--- src/sv/node_liveness_aging_table_core_defines.svh ---
// Assertion macros for the liveness table core.
// Needs clk and rst_n in the scope where a macro is used.
`ifndef NODE_LIVENESS_AGING_TABLE_CORE_DEFINES_SVH
`define NODE_LIVENESS_AGING_TABLE_CORE_DEFINES_SVH

// Property checked at every clock edge outside reset.
`define NLAT_ASSERT(lbl, prop, msg) \
  lbl: assert property (@(posedge clk) disable iff (!rst_n) (prop)) \
    else $error(msg);

// Condition that must never hold.
`define NLAT_NEVER(lbl, expr, msg) \
  `NLAT_ASSERT(lbl, !(expr), msg)

`endif

--- src/sv/nlat_pkg.sv ---
// Types and constants shared by the liveness table core.
// No dependencies.
`default_nettype none

package nlat_pkg;

  typedef enum logic [1:0] {
    ST_RUNNING = 2'd0,
    ST_OFFLINE = 2'd1,
    ST_CLOSED  = 2'd2
  } status_t;

  typedef enum logic [1:0] {
    S_IDLE,
    S_SCAN,
    S_DONE
  } state_t;

  localparam int          AGE_W         = 8;
  localparam int          NODE_W        = 5;
  localparam int          CFG_IDX_W     = 2;
  localparam int          MAX_RESULTS   = 32;
  localparam int          CNT_W         = $clog2(MAX_RESULTS + 1);

  localparam logic [AGE_W-1:0] OFFLINE_RESET = 8'd10;
  localparam logic [AGE_W-1:0] CLOSED_RESET  = 8'd20;
  localparam logic [AGE_W-1:0] AGE_RESET     = 8'(CLOSED_RESET + 8'd1);

  localparam logic [CFG_IDX_W-1:0] CFG_OFFLINE_THR = 2'd0;
  localparam logic [CFG_IDX_W-1:0] CFG_CLOSED_THR  = 2'd1;

  // One table slot as it moves round the ring.
  typedef struct packed {
    logic [AGE_W-1:0] age;
    status_t          status;
  } slot_t;

  // One result word.
  typedef struct packed {
    logic [NODE_W-1:0] node;
    status_t           state;
    logic              last;
    logic              none;
    logic              bad;
  } out_word_t;

endpackage

`default_nettype wire

--- src/sv/nlat_cell.sv ---
// One storage cell of the slot ring; loads its neighbour's slot on shift.
// Depends on nlat_pkg.
`default_nettype none

module nlat_cell
  import nlat_pkg::*;
(
  input  wire logic  clk,
  input  wire logic  rst_n,
  input  wire logic  shift_en,
  input  wire slot_t slot_in,
  output slot_t      slot_out
);

  slot_t slot_r;

  always_ff @(posedge clk) begin
    if (!rst_n) begin
      slot_r <= '{age: AGE_RESET, status: ST_CLOSED};
    end else if (shift_en) begin
      slot_r <= slot_in;
    end
  end

  assign slot_out = slot_r;

endmodule

`default_nettype wire

--- src/sv/nlat_ager.sv ---
// Ageing unit at the head of the ring: refresh, age and classify one slot.
// Depends on nlat_pkg.
`default_nettype none

module nlat_ager
  import nlat_pkg::*;
(
  input  wire slot_t            slot_in,
  input  wire logic             refresh,
  input  wire logic [AGE_W-1:0] offline_thr,
  input  wire logic [AGE_W-1:0] closed_thr,
  output slot_t                 slot_out,
  output logic                  listed
);

  logic [AGE_W-1:0] age_in;
  status_t          status_in;
  logic [AGE_W:0]   aged;

  always_comb begin
    age_in    = refresh ? '0 : slot_in.age;
    status_in = refresh ? ST_RUNNING : slot_in.status;
    aged      = {1'b0, age_in} + {{AGE_W{1'b0}}, 1'b1};
    slot_out  = '{age: age_in, status: status_in};
    listed    = 1'b0;
    if (aged > {1'b0, closed_thr}) begin
      // past the closed limit: counter holds, node dropped
      slot_out.status = ST_CLOSED;
    end else begin
      listed       = 1'b1;
      slot_out.age = aged[AGE_W-1:0];
      if (aged > {1'b0, offline_thr}) begin
        slot_out.status = ST_OFFLINE;
      end
    end
  end

endmodule

`default_nettype wire

--- src/sv/node_liveness_aging_table_core.sv ---
// Node liveness table: a ring of NODE_SLOTS cells rotated through one ageing unit.
// Flow: an accept state, then a scan of NODE_SLOTS slots at one slot per cycle while out_stall
// does not hold the scan, then the final word. Out-of-range IDs skip the scan. in_stall stays
// high until the core is back in idle, so a new report waits until the last one is done.
// Reset (sync, rst_n low): every slot closed with age 21, thresholds 10 and 20, no word.
`default_nettype none
`include "node_liveness_aging_table_core_defines.svh"

module node_liveness_aging_table_core
  import nlat_pkg::*;
#(
  parameter int NODE_SLOTS = 32
)
(
  input  wire logic                 clk,
  input  wire logic                 rst_n,
  // input words
  input  wire logic                 in_valid,
  output logic                      in_stall,
  input  wire logic [7:0]           in_node_id,
  // result words
  output logic                      out_valid,
  input  wire logic                 out_stall,
  output logic [NODE_W-1:0]         out_active_node,
  output logic [1:0]                out_node_state,
  output logic                      out_last_in_run,
  output logic                      out_none_active,
  output logic                      out_bad_id,
  // configuration writes
  input  wire logic                 cfg_valid,
  output logic                      cfg_ready,
  input  wire logic [CFG_IDX_W-1:0] cfg_index,
  input  wire logic [AGE_W-1:0]     cfg_data
);

  localparam int              SW      = (NODE_SLOTS > 1) ? $clog2(NODE_SLOTS) : 1;
  localparam logic [SW-1:0]   LAST_SL = SW'(NODE_SLOTS - 1);
  localparam logic [CNT_W-1:0] MAX_CNT = CNT_W'(MAX_RESULTS);

  // ---------------------------------------------------------------------------
  // Thresholds
  // ---------------------------------------------------------------------------
  logic [AGE_W-1:0] offline_thr_r;
  logic [AGE_W-1:0] closed_thr_r;

  assign cfg_ready = 1'b1;

  always_ff @(posedge clk) begin
    if (!rst_n) begin
      offline_thr_r <= OFFLINE_RESET;
      closed_thr_r  <= CLOSED_RESET;
    end else if (cfg_valid && cfg_ready) begin
      case (cfg_index)
        CFG_OFFLINE_THR: offline_thr_r <= cfg_data;
        CFG_CLOSED_THR:  closed_thr_r  <= cfg_data;
        default: ;
      endcase
    end
  end

  // ---------------------------------------------------------------------------
  // Slot ring. Cell 0 is the head and feeds the ageing unit; the aged slot
  // re-enters at the tail. After NODE_SLOTS shifts slot 0 is back at the head,
  // so slot_r always names the slot sitting at the head.
  // ---------------------------------------------------------------------------
  slot_t ring   [NODE_SLOTS];
  slot_t aged_slot;
  logic  listed;
  logic  shift_en;

  logic [SW-1:0] slot_r, slot_nxt;
  logic [SW-1:0] target_r, target_nxt;

  for (genvar k = 0; k < NODE_SLOTS; k++) begin : g_ring
    if (k == NODE_SLOTS - 1) begin : g_tail
      nlat_cell u_cell (
        .clk      (clk),
        .rst_n    (rst_n),
        .shift_en (shift_en),
        .slot_in  (aged_slot),
        .slot_out (ring[k])
      );
    end else begin : g_body
      nlat_cell u_cell (
        .clk      (clk),
        .rst_n    (rst_n),
        .shift_en (shift_en),
        .slot_in  (ring[k+1]),
        .slot_out (ring[k])
      );
    end
  end

  nlat_ager u_ager (
    .slot_in     (ring[0]),
    .refresh     (slot_r == target_r),
    .offline_thr (offline_thr_r),
    .closed_thr  (closed_thr_r),
    .slot_out    (aged_slot),
    .listed      (listed)
  );

  // ---------------------------------------------------------------------------
  // Control. A listed node is held back in a pending word for one find so the
  // last one can carry last_in_run once the scan ends.
  // ---------------------------------------------------------------------------
  state_t            state_r, state_nxt;
  logic [CNT_W-1:0]  cnt_r, cnt_nxt;
  logic              bad_r, bad_nxt;
  logic              pend_valid_r, pend_valid_nxt;
  out_word_t         pend_r, pend_nxt;

  out_word_t         out_r, out_nxt;
  logic              out_valid_r, out_valid_nxt;

  logic              out_free;
  logic              take;
  logic              in_range;
  logic              push;
  out_word_t         push_word;

  assign out_free = !out_valid_r || !out_stall;
  assign in_range = {1'b0, in_node_id} < 9'(NODE_SLOTS);
  assign in_stall = (state_r != S_IDLE);

  always_comb begin
    state_nxt      = state_r;
    slot_nxt       = slot_r;
    target_nxt     = target_r;
    cnt_nxt        = cnt_r;
    bad_nxt        = bad_r;
    pend_valid_nxt = pend_valid_r;
    pend_nxt       = pend_r;
    shift_en       = 1'b0;
    take           = 1'b0;
    push           = 1'b0;
    push_word      = pend_r;

    unique case (state_r)
      S_IDLE: begin
        if (in_valid) begin
          if (in_range) begin
            target_nxt = in_node_id[SW-1:0];
            slot_nxt   = '0;
            state_nxt  = S_SCAN;
          end else begin
            bad_nxt   = 1'b1;
            state_nxt = S_DONE;
          end
        end
      end

      S_SCAN: begin
        take = listed && (cnt_r < MAX_CNT);
        // a new find flushes the pending word, which needs the output free
        if (!(take && pend_valid_r) || out_free) begin
          shift_en = 1'b1;
          slot_nxt = slot_r + SW'(1);
          if (take) begin
            push           = pend_valid_r;
            push_word      = pend_r;
            push_word.last = 1'b0;
            pend_nxt       = '{node: NODE_W'(slot_r), state: aged_slot.status,
                               last: 1'b0, none: 1'b0, bad: 1'b0};
            pend_valid_nxt = 1'b1;
            cnt_nxt        = cnt_r + CNT_W'(1);
          end
          if (slot_r == LAST_SL) begin
            state_nxt = S_DONE;
          end
        end
      end

      S_DONE: begin
        if (out_free) begin
          push = 1'b1;
          if (bad_r) begin
            push_word = '{node: '0, state: ST_RUNNING, last: 1'b1, none: 1'b0, bad: 1'b1};
          end else if (pend_valid_r) begin
            push_word      = pend_r;
            push_word.last = 1'b1;
          end else begin
            push_word = '{node: '0, state: ST_RUNNING, last: 1'b1, none: 1'b1, bad: 1'b0};
          end
          bad_nxt        = 1'b0;
          pend_valid_nxt = 1'b0;
          cnt_nxt        = '0;
          state_nxt      = S_IDLE;
        end
      end

      default: state_nxt = S_IDLE;
    endcase
  end

  // Output register
  always_comb begin
    out_valid_nxt = out_valid_r;
    out_nxt       = out_r;
    if (push) begin
      out_valid_nxt = 1'b1;
      out_nxt       = push_word;
    end else if (!out_stall) begin
      out_valid_nxt = 1'b0;
    end
  end

  always_ff @(posedge clk) begin
    if (!rst_n) begin
      state_r      <= S_IDLE;
      cnt_r        <= '0;
      bad_r        <= 1'b0;
      pend_valid_r <= 1'b0;
      out_valid_r  <= 1'b0;
    end else begin
      state_r      <= state_nxt;
      cnt_r        <= cnt_nxt;
      bad_r        <= bad_nxt;
      pend_valid_r <= pend_valid_nxt;
      out_valid_r  <= out_valid_nxt;
    end
  end

  // payload registers
  always_ff @(posedge clk) begin
    slot_r   <= slot_nxt;
    target_r <= target_nxt;
    pend_r   <= pend_nxt;
    out_r    <= out_nxt;
  end

  assign out_valid       = out_valid_r;
  assign out_active_node = out_r.node;
  assign out_node_state  = out_r.state;
  assign out_last_in_run = out_r.last;
  assign out_none_active = out_r.none;
  assign out_bad_id      = out_r.bad;

  // ---------------------------------------------------------------------------
  // Checks
  // ---------------------------------------------------------------------------
  `NLAT_ASSERT(a_cnt_cap, cnt_r <= MAX_CNT, "listed count above result limit")
  `NLAT_ASSERT(a_pend_cnt, pend_valid_r |-> cnt_r != '0, "pending word without a count")
  `NLAT_ASSERT(a_none_last, out_valid && out_none_active |-> out_last_in_run,
               "empty-list word without last marker")
  `NLAT_NEVER(a_bad_none, out_valid && out_bad_id && out_none_active,
              "bad ID and empty list flagged together")

endmodule

`default_nettype wire

--- config.mk ---
export PLATFORM = sky130hd
export DESIGN_NAME = node_liveness_aging_table_core
export DESIGN_NICKNAME = d
export VERILOG_FILES = /design/src/sv/nlat_pkg.sv /design/src/sv/nlat_cell.sv /design/src/sv/nlat_ager.sv /design/src/sv/node_liveness_aging_table_core.sv
export VERILOG_INCLUDE_DIRS = /design/src /design/src/sv
export SDC_FILE = /design/constraint.sdc
export NUM_CORES = 1
export LEC_CHECK = 0
export ABC_CLOCK_PERIOD_IN_PS = 6300
export BUFFER_PORTS_ARGS = -buffer_cell sky130_fd_sc_hd__buf_2
export CAP_MARGIN = 20
export CORE_UTILIZATION = 40
export DETAILED_ROUTE_END_ITERATION = 7
export GPL_TIMING_DRIVEN = 1
export PLACE_DENSITY = 0.62
export SYNTH_ARGS = -nofsm -noshare
export SYNTH_HDL_FRONTEND = slang
export SYNTH_SLANG_ARGS = --single-unit
--- constraint.sdc ---
create_clock -name clk -period 6.3 [get_ports clk]
set_input_delay 1.89 -clock clk [delete_from_list [all_inputs] [get_ports clk]]
set_output_delay 1.89 -clock clk [all_outputs]
set_load 0.01 [all_outputs]
# Yosys cells after proc, flatten, opt, wreduce, memory -nomap -nowiden
# Cells that the tools add are included.
# totals
romBits,0
mem_count,0
out_inout_bits,13
ff_bits,374
latch_bits,0
ramBits,0
inputBits,23
# classes
order_cmp,4
multipliers,0
muxes,39
eq_ne,13
n_addsub,3
div_mod_pow,0
shift,0
reduce_logical,23
bitwise_logic,2
# ops
op,count
10-bit two-way mux,4
9-bit by 8-bit > comparator with 1-bit output,2
6-bit two-way mux,3
2-bit two-way mux,8
8-bit two-way mux,2
4-bit AND reduction,4
5-bit two-way mux,3
2-bit != test (second input constant),7
1-bit two-way mux,13
6-bit one-hot mux with 2 select lines,1
5-bit one-hot mux with 2 select lines,1
8-bit by 1-bit adder with 9-bit output (second input constant),1
8-bit by 6-bit less-than comparator with 1-bit output (second input constant),1
2-bit nonzero test,4
6-bit by 1-bit adder with 6-bit output (second input constant),1
6-bit less-than comparator (second input constant),1
1-bit one-hot mux with 2 select lines,3
2-bit one-hot mux with 3 select lines,1
2-bit AND reduction,3
3-bit AND reduction,2
5-bit by 1-bit adder with 5-bit output (second input constant),1
5-bit == test,1
5-bit == test (second input constant),1
2-bit by 1-bit == test with 1-bit output (second input constant),2
8 further kinds,14

# Depth between registers and ports, before layout
# depth
depth_word,12
mapped_depth,22
mapped_depth_nobuf,18

# Modules after synthesis
# From an unflattened synthesis, not the netlist that was laid out.
# hier_totals
cells_unflattened,1306
area_unflattened_um2,14772.9
# modules_own_cells
module,area_each_um2,cells_each,n_inst,seq_area_each_um2
nlat_cell,367.9,32,32,200.2
node_liveness_aging_table_core,2262.2,183,1,1351.3
nlat_ager,739.5,99,1,0.0

# Worst setup path before layout
# Ideal clock, no wire load.
# synth_timing
path_kind,register to register
startpoint,reg slot_r[2]
endpoint,reg pend_r[3] in the netlist's numbering (enable)
t_arrival_ps,4027
setup_slack_ps,1893
setup_time_ps,380
path_stages_with_launch,22
cell_sequence,edfxtp_1 > xnor2_1 > nand3_1 > or2_2 > clkbuf_1 > and2_1 > ha_1 > nand4_1 > inv_1 > nand2_1 > xor2_1 > nor2_1 > ha_1 > nand3_1 > o22ai_1 > nor3_1 > o32ai_2 > buf_4 > o21ai_4 > buf_2 > buf_2 > nor3_1
# synth_via
elab_chain_cells,10
# synth_lines
element,line,text
start: declaration,node_liveness_aging_table_core.sv:71,"logic [SW-1:0] slot_r, slot_nxt;"
start signal: assignment,node_liveness_aging_table_core.sv:226,slot_r <= slot_nxt;
5-bit == test *,node_liveness_aging_table_core.sv:96,".refresh (slot_r == target_r),"
8-bit two-way mux *,nlat_ager.sv:21,age_in = refresh ? '0 : slot_in.age;
8-bit by 1-bit adder with 9-bit output *,nlat_ager.sv:23,"aged = {1'b0, age_in} + {{AGE_W{1'b0}}, 1'b1};"
9-bit by 8-bit > comparator with 1-bit output *,nlat_ager.sv:26,"if (aged > {1'b0, closed_thr}) begin"
1-bit two-way mux *,nlat_ager.sv:26,
1-bit logical AND *,node_liveness_aging_table_core.sv:154,take = listed && (cnt_r < MAX_CNT);
1-bit logical AND,node_liveness_aging_table_core.sv:156,if (!(take && pend_valid_r) || out_free) begin
1-bit zero test,node_liveness_aging_table_core.sv:156,
1-bit logical OR,node_liveness_aging_table_core.sv:156,
3-bit AND reduction (no source line) *,-,
end signal: assignment,node_liveness_aging_table_core.sv:228,pend_r <= pend_nxt;
end: declaration,node_liveness_aging_table_core.sv:111,"out_word_t pend_r, pend_nxt;"
# Every way passes the cells marked *; elsewhere a longest branch is shown, timed or not.
# A chain may end at the register's enable or synchronous reset.

# Worst setup path after layout
# layout_timing
startpoint,reg slot_r[2]
endpoint,"reg out_r, in the netlist out_bad_id (enable)"
# layout_via
elab_chain_cells,11
elab_cells_between_ends,12
# layout_lines
element,line,text
5-bit == test *,node_liveness_aging_table_core.sv:96,
8-bit two-way mux *,nlat_ager.sv:21,
8-bit by 1-bit adder with 9-bit output *,nlat_ager.sv:23,
9-bit by 8-bit > comparator with 1-bit output *,nlat_ager.sv:26,
1-bit two-way mux *,nlat_ager.sv:26,
1-bit logical AND *,node_liveness_aging_table_core.sv:154,
1-bit logical AND,node_liveness_aging_table_core.sv:156,
1-bit zero test,node_liveness_aging_table_core.sv:156,
1-bit logical OR,node_liveness_aging_table_core.sv:156,
1-bit two-way mux *,node_liveness_aging_table_core.sv:156,
1-bit one-hot mux with 2 select lines *,node_liveness_aging_table_core.sv:139,unique case (state_r)
end signal: assignment,node_liveness_aging_table_core.sv:229,out_r <= out_nxt;
end: declaration,node_liveness_aging_table_core.sv:113,"out_word_t out_r, out_nxt;"
# Marks and branches as above.

==> results by group <==
CTS
  • CTS tree: yes
  • Root buf cell: clkbuf_16
  • TritonCTS Sinks: around 370
  • Reg clk slew, reported paths: approximately 60 ps
  • Postcts setup bufs: 0
  • Clock tree buffer depth: 3
  • Total CTS buffers: 38
  • Gates resized, CTS repair: 0
  • Number of hold buffers added after CTS: 0
  • H-tree depth: 2
  • Worst-skew pair later-pin latency: 520 ps

Finish
  • Layout cells sized above 1: 0.0686
  • Synthesis-to-finish area growth: 11.5%
  • Antenna Cells: 0
  • Post-route cell area: 0.0155 mm2
  • Nets: 1710
  • Util after Layout: 0.458

Power and ir drop
  • Pleak: between 6 and 7 nW
  • Maximum vdd ir drop: between 0.00015 and 0.0002 V
  • Sequential share of power: 0.498
  • Clock network power share: 0.456
  • Switching Share: 0.216
  • Logic pwr share: 0.046
  • Psw: 1.06 mW
  • Power Dens Cells: ~320 mW/mm2
  • Cell-internal power: 3.86 mW

Synth
  • Mapped Nets: approximately 1.7k
  • Avg Inst Size Synth: roughly 8.2 um2
  • Most area-consuming cells after synthesis: dfxtp_1 (50%), nand2_1 (17%), a21oi_1 (7.4%), edfxtp_1 (5.8%), nand3_1 (5.1%)
  • Main synth FF type: dfxtp_1
  • Flops & latches, synth: roughly 370
  • Cells after synthesis: between 1.5k and 2k
  • Area of the mapped netlist: 0.0139 mm2
  • Commonest cells in the netlist: nand2_1 (647), dfxtp_1 (347), a21oi_1 (206)
  • Yosys top cell area share: 0.499
  • Count leader, synth: nand2_1
  • Async SR Flop Fraction: 0
  • Synth warnings: 0
  • Sequential-to-total area share from yosys stat: 0.558
  • EDFF count, synth: 27
  • Netlist cell types: 53
  • Cell taking the most area after synthesis: dfxtp_1

Placed design
  • Area post-placement: about 0.014 mm2
  • PortBufs: 34
  • Placer congestion estimate: ~0.8
  • HPWL after DPL: approximately 14000 um

Run
  • Number of max-cap violations: 0

Floorplanning
  • Starting Density: 0.411
  • Die Wd: around 190 um
  • Row count: 67
  • Die H: 189 um
  • Full die area: about 0.036 mm2
  • Core ar.: 0.0339 mm2
  • I/O Pins: 36

GRT
  • Vias in the first global route: ~9.5k
  • First-pass GRT wire length: around 43000 um
  • Total Routing Usage GR: 0.138
  • Pin count of the biggest net entering global routing: roughly 190
  • GRT overflow: 0
  • Antenna violations before repair: 0

Critical path
  • Worst Path Max Fanout: 11
  • Reg2Reg Depth: 19
  • R2R Path Start: slot_r[2]$_SDFFCE_PN0P_
  • Critical path required time: around 6400 ps
  • Crit path kind: reg -> reg
  • R2r setup slk: ~1200 ps
  • WP data arrival: roughly 5200 ps
  • Setup crit start kind: flop
  • Critical Path Sink Type: flop
  • R2R Path End: out_bad_id$_SDFFCE_PN0P_

Min path
  • Hold path start: g_ring[26].g_body.u_cell.slot_out[0]$_SDFFE_PN0P_
  • Hold Crit Class: reg -> reg
  • Worst hold path depth: 2
  • Worst Hold End: g_ring[25].g_body.u_cell.slot_out[0]$_SDFFE_PN0P_

Routing
  • Via count: between 10k and 15k
  • DRC Markers: 0
  • Antenna-violating nets left: 0
  • Via density: approximately 5
  • DRT iter0 DRCs: 902
  • WL/cell: about 11 um
  • Pre-antenna DRT Iters: 5
  • Final Routed Wirelength: between 20000 and 25000 um

Timing
  • Final worst-path cycle share: 0.807
  • Slew at the pin closest to its max-slew limit: about 1000 ps
  • Worst slew margin: 0.301
  • Final Slew Violations: 0
  • Setup Viol. Count Final: 0
  • RSZ-0062 raised after global routing: false
  • Layout Skew: 14.2 ps
  • Final hold viol count: 0
  • F_max: slightly below 200 MHz
  • Setup_tns: 0 ps
  • Fin crit period: between 5000 and 6000 ps

Outcome
  • Outcome: finished clean
[power by group through the flow]
stage               logic, mW  registers [mW]  clock network, mW
floorplan               0.178            2.50                  0
global placement        0.224            2.50                  0
detailed placement      0.228            2.51                  0
CTS                     0.229            2.45               2.32
global route            0.260            2.46               2.41
finish                  0.229            2.45               2.25
[stage by stage]
stage          power (mW)  hold WS, ps  worst slack [ps]  cells
2_1_floorplan        2.68          429              1890   1696
3_5_place_dp         2.73          443              1300   2071
4_1_cts              5.00          448              1250   2138
6_report             4.93          443              1220   2139
3_3_place_gp         2.73          436              1350   2071
5_1_grt              5.13          463               708   2139
[critical path: stages, from the launching register on]
cell and delay [ps]:
edfxtp_1 460, xnor2_1 190, nand3_1 140, or2_2 430, and2_1 250, ha_1 260
nand4_1 170, inv_1 60, nand2_1 140, xor2_1 160, nor2_1 80, ha_1 320
nand3_1 140, o22ai_1 90, nor3_1 270, o32ai_2 280, buf_4 260, nor4_1 160
o21ai_0 150, a21oi_1 670
[how the worst max path moves through the flow]
stage / from / to / slack, ps / depth (start not counted)
floorplan: slot_r[2]$_SDFFCE_PN0P_ / pend_r[3]$_DFFE_PP_ / 1890 / 21
global placement: slot_r[2]$_SDFFCE_PN0P_ / out_active_node[1]$_DFFE_PP_ / 1350 / 19
detailed placement: slot_r[2]$_SDFFCE_PN0P_ / out_node_state[1]$_DFFE_PP_ / 1300 / 19
CTS: slot_r[2]$_SDFFCE_PN0P_ / out_bad_id$_SDFFCE_PN0P_ / 1250 / 19
global route: slot_r[4]$_SDFFCE_PN0P_ / out_node_state[0]$_DFFE_PP_ / 710 / 19
finish: slot_r[2]$_SDFFCE_PN0P_ / out_bad_id$_SDFFCE_PN0P_ / 1220 / 19
[placed cells by master (no fill, tap or decap), types with 6 or more instances in the layout]
master	instances
nor2_1	46
nand3_1	141
dfxtp_1	347
edfxtp_1	27
and2_1	13
clkbuf_1	6
mux2i_1	10
nand2_1	647
inv_1	23
xnor2_1	9
clkbuf_16	39
and3_1	6
clkbuf_8	12
buf_4	8
nor3_1	11
ha_1	23
a21oi_1	206
xor2_1	6
o21ai_0	13
buf_2	33
[logic make-up after synthesis]
family,after synthesis,synth area share
other cells,1,0.000270
mux,11,0.00800
simple gates,881,0.259
xor+xnor,15,0.00944
fa+ha+maj,23,0.0207
flops,374,0.558
compound gates,248,0.0964
buf+inv,143,0.0486
[area by class of cell]
type	instances	area, um2
inverters	25	98.8
flip-flops and latches	374	7760
multi-input cells	1179	5490
fillers	3288	18400
repair buffers	46	333
clock buffers	57	1160
clock inverters	10	111
well taps	448	561
[flip-flops by register name, indices dropped and copies added, names as in the netlist, 2 cells and up]
name / flops
offline_thr_r: 8
g_ring.g_body.u_cell.slot_out: 310
g_ring.g_tail.u_cell.slot_out: 10
out_node_state: 2
state_r: 2
slot_r: 5
out_active_node: 5
closed_thr_r: 8
cnt_r: 6
target_r: 5
pend_r: 7
[metal layers]
metal  routed length [um]  part of all wire  vias up  global-route usage
met2                10700              0.43      149               0.223
met1                12200              0.50     4840               0.183
met5                    0                 0        -                   0
li1                     -                 -     5462                   -
met3                 1140             0.046       46              0.0294
met4                  572             0.023        0              0.0437
Note: power is estimated with default switching activity, not from simulation.
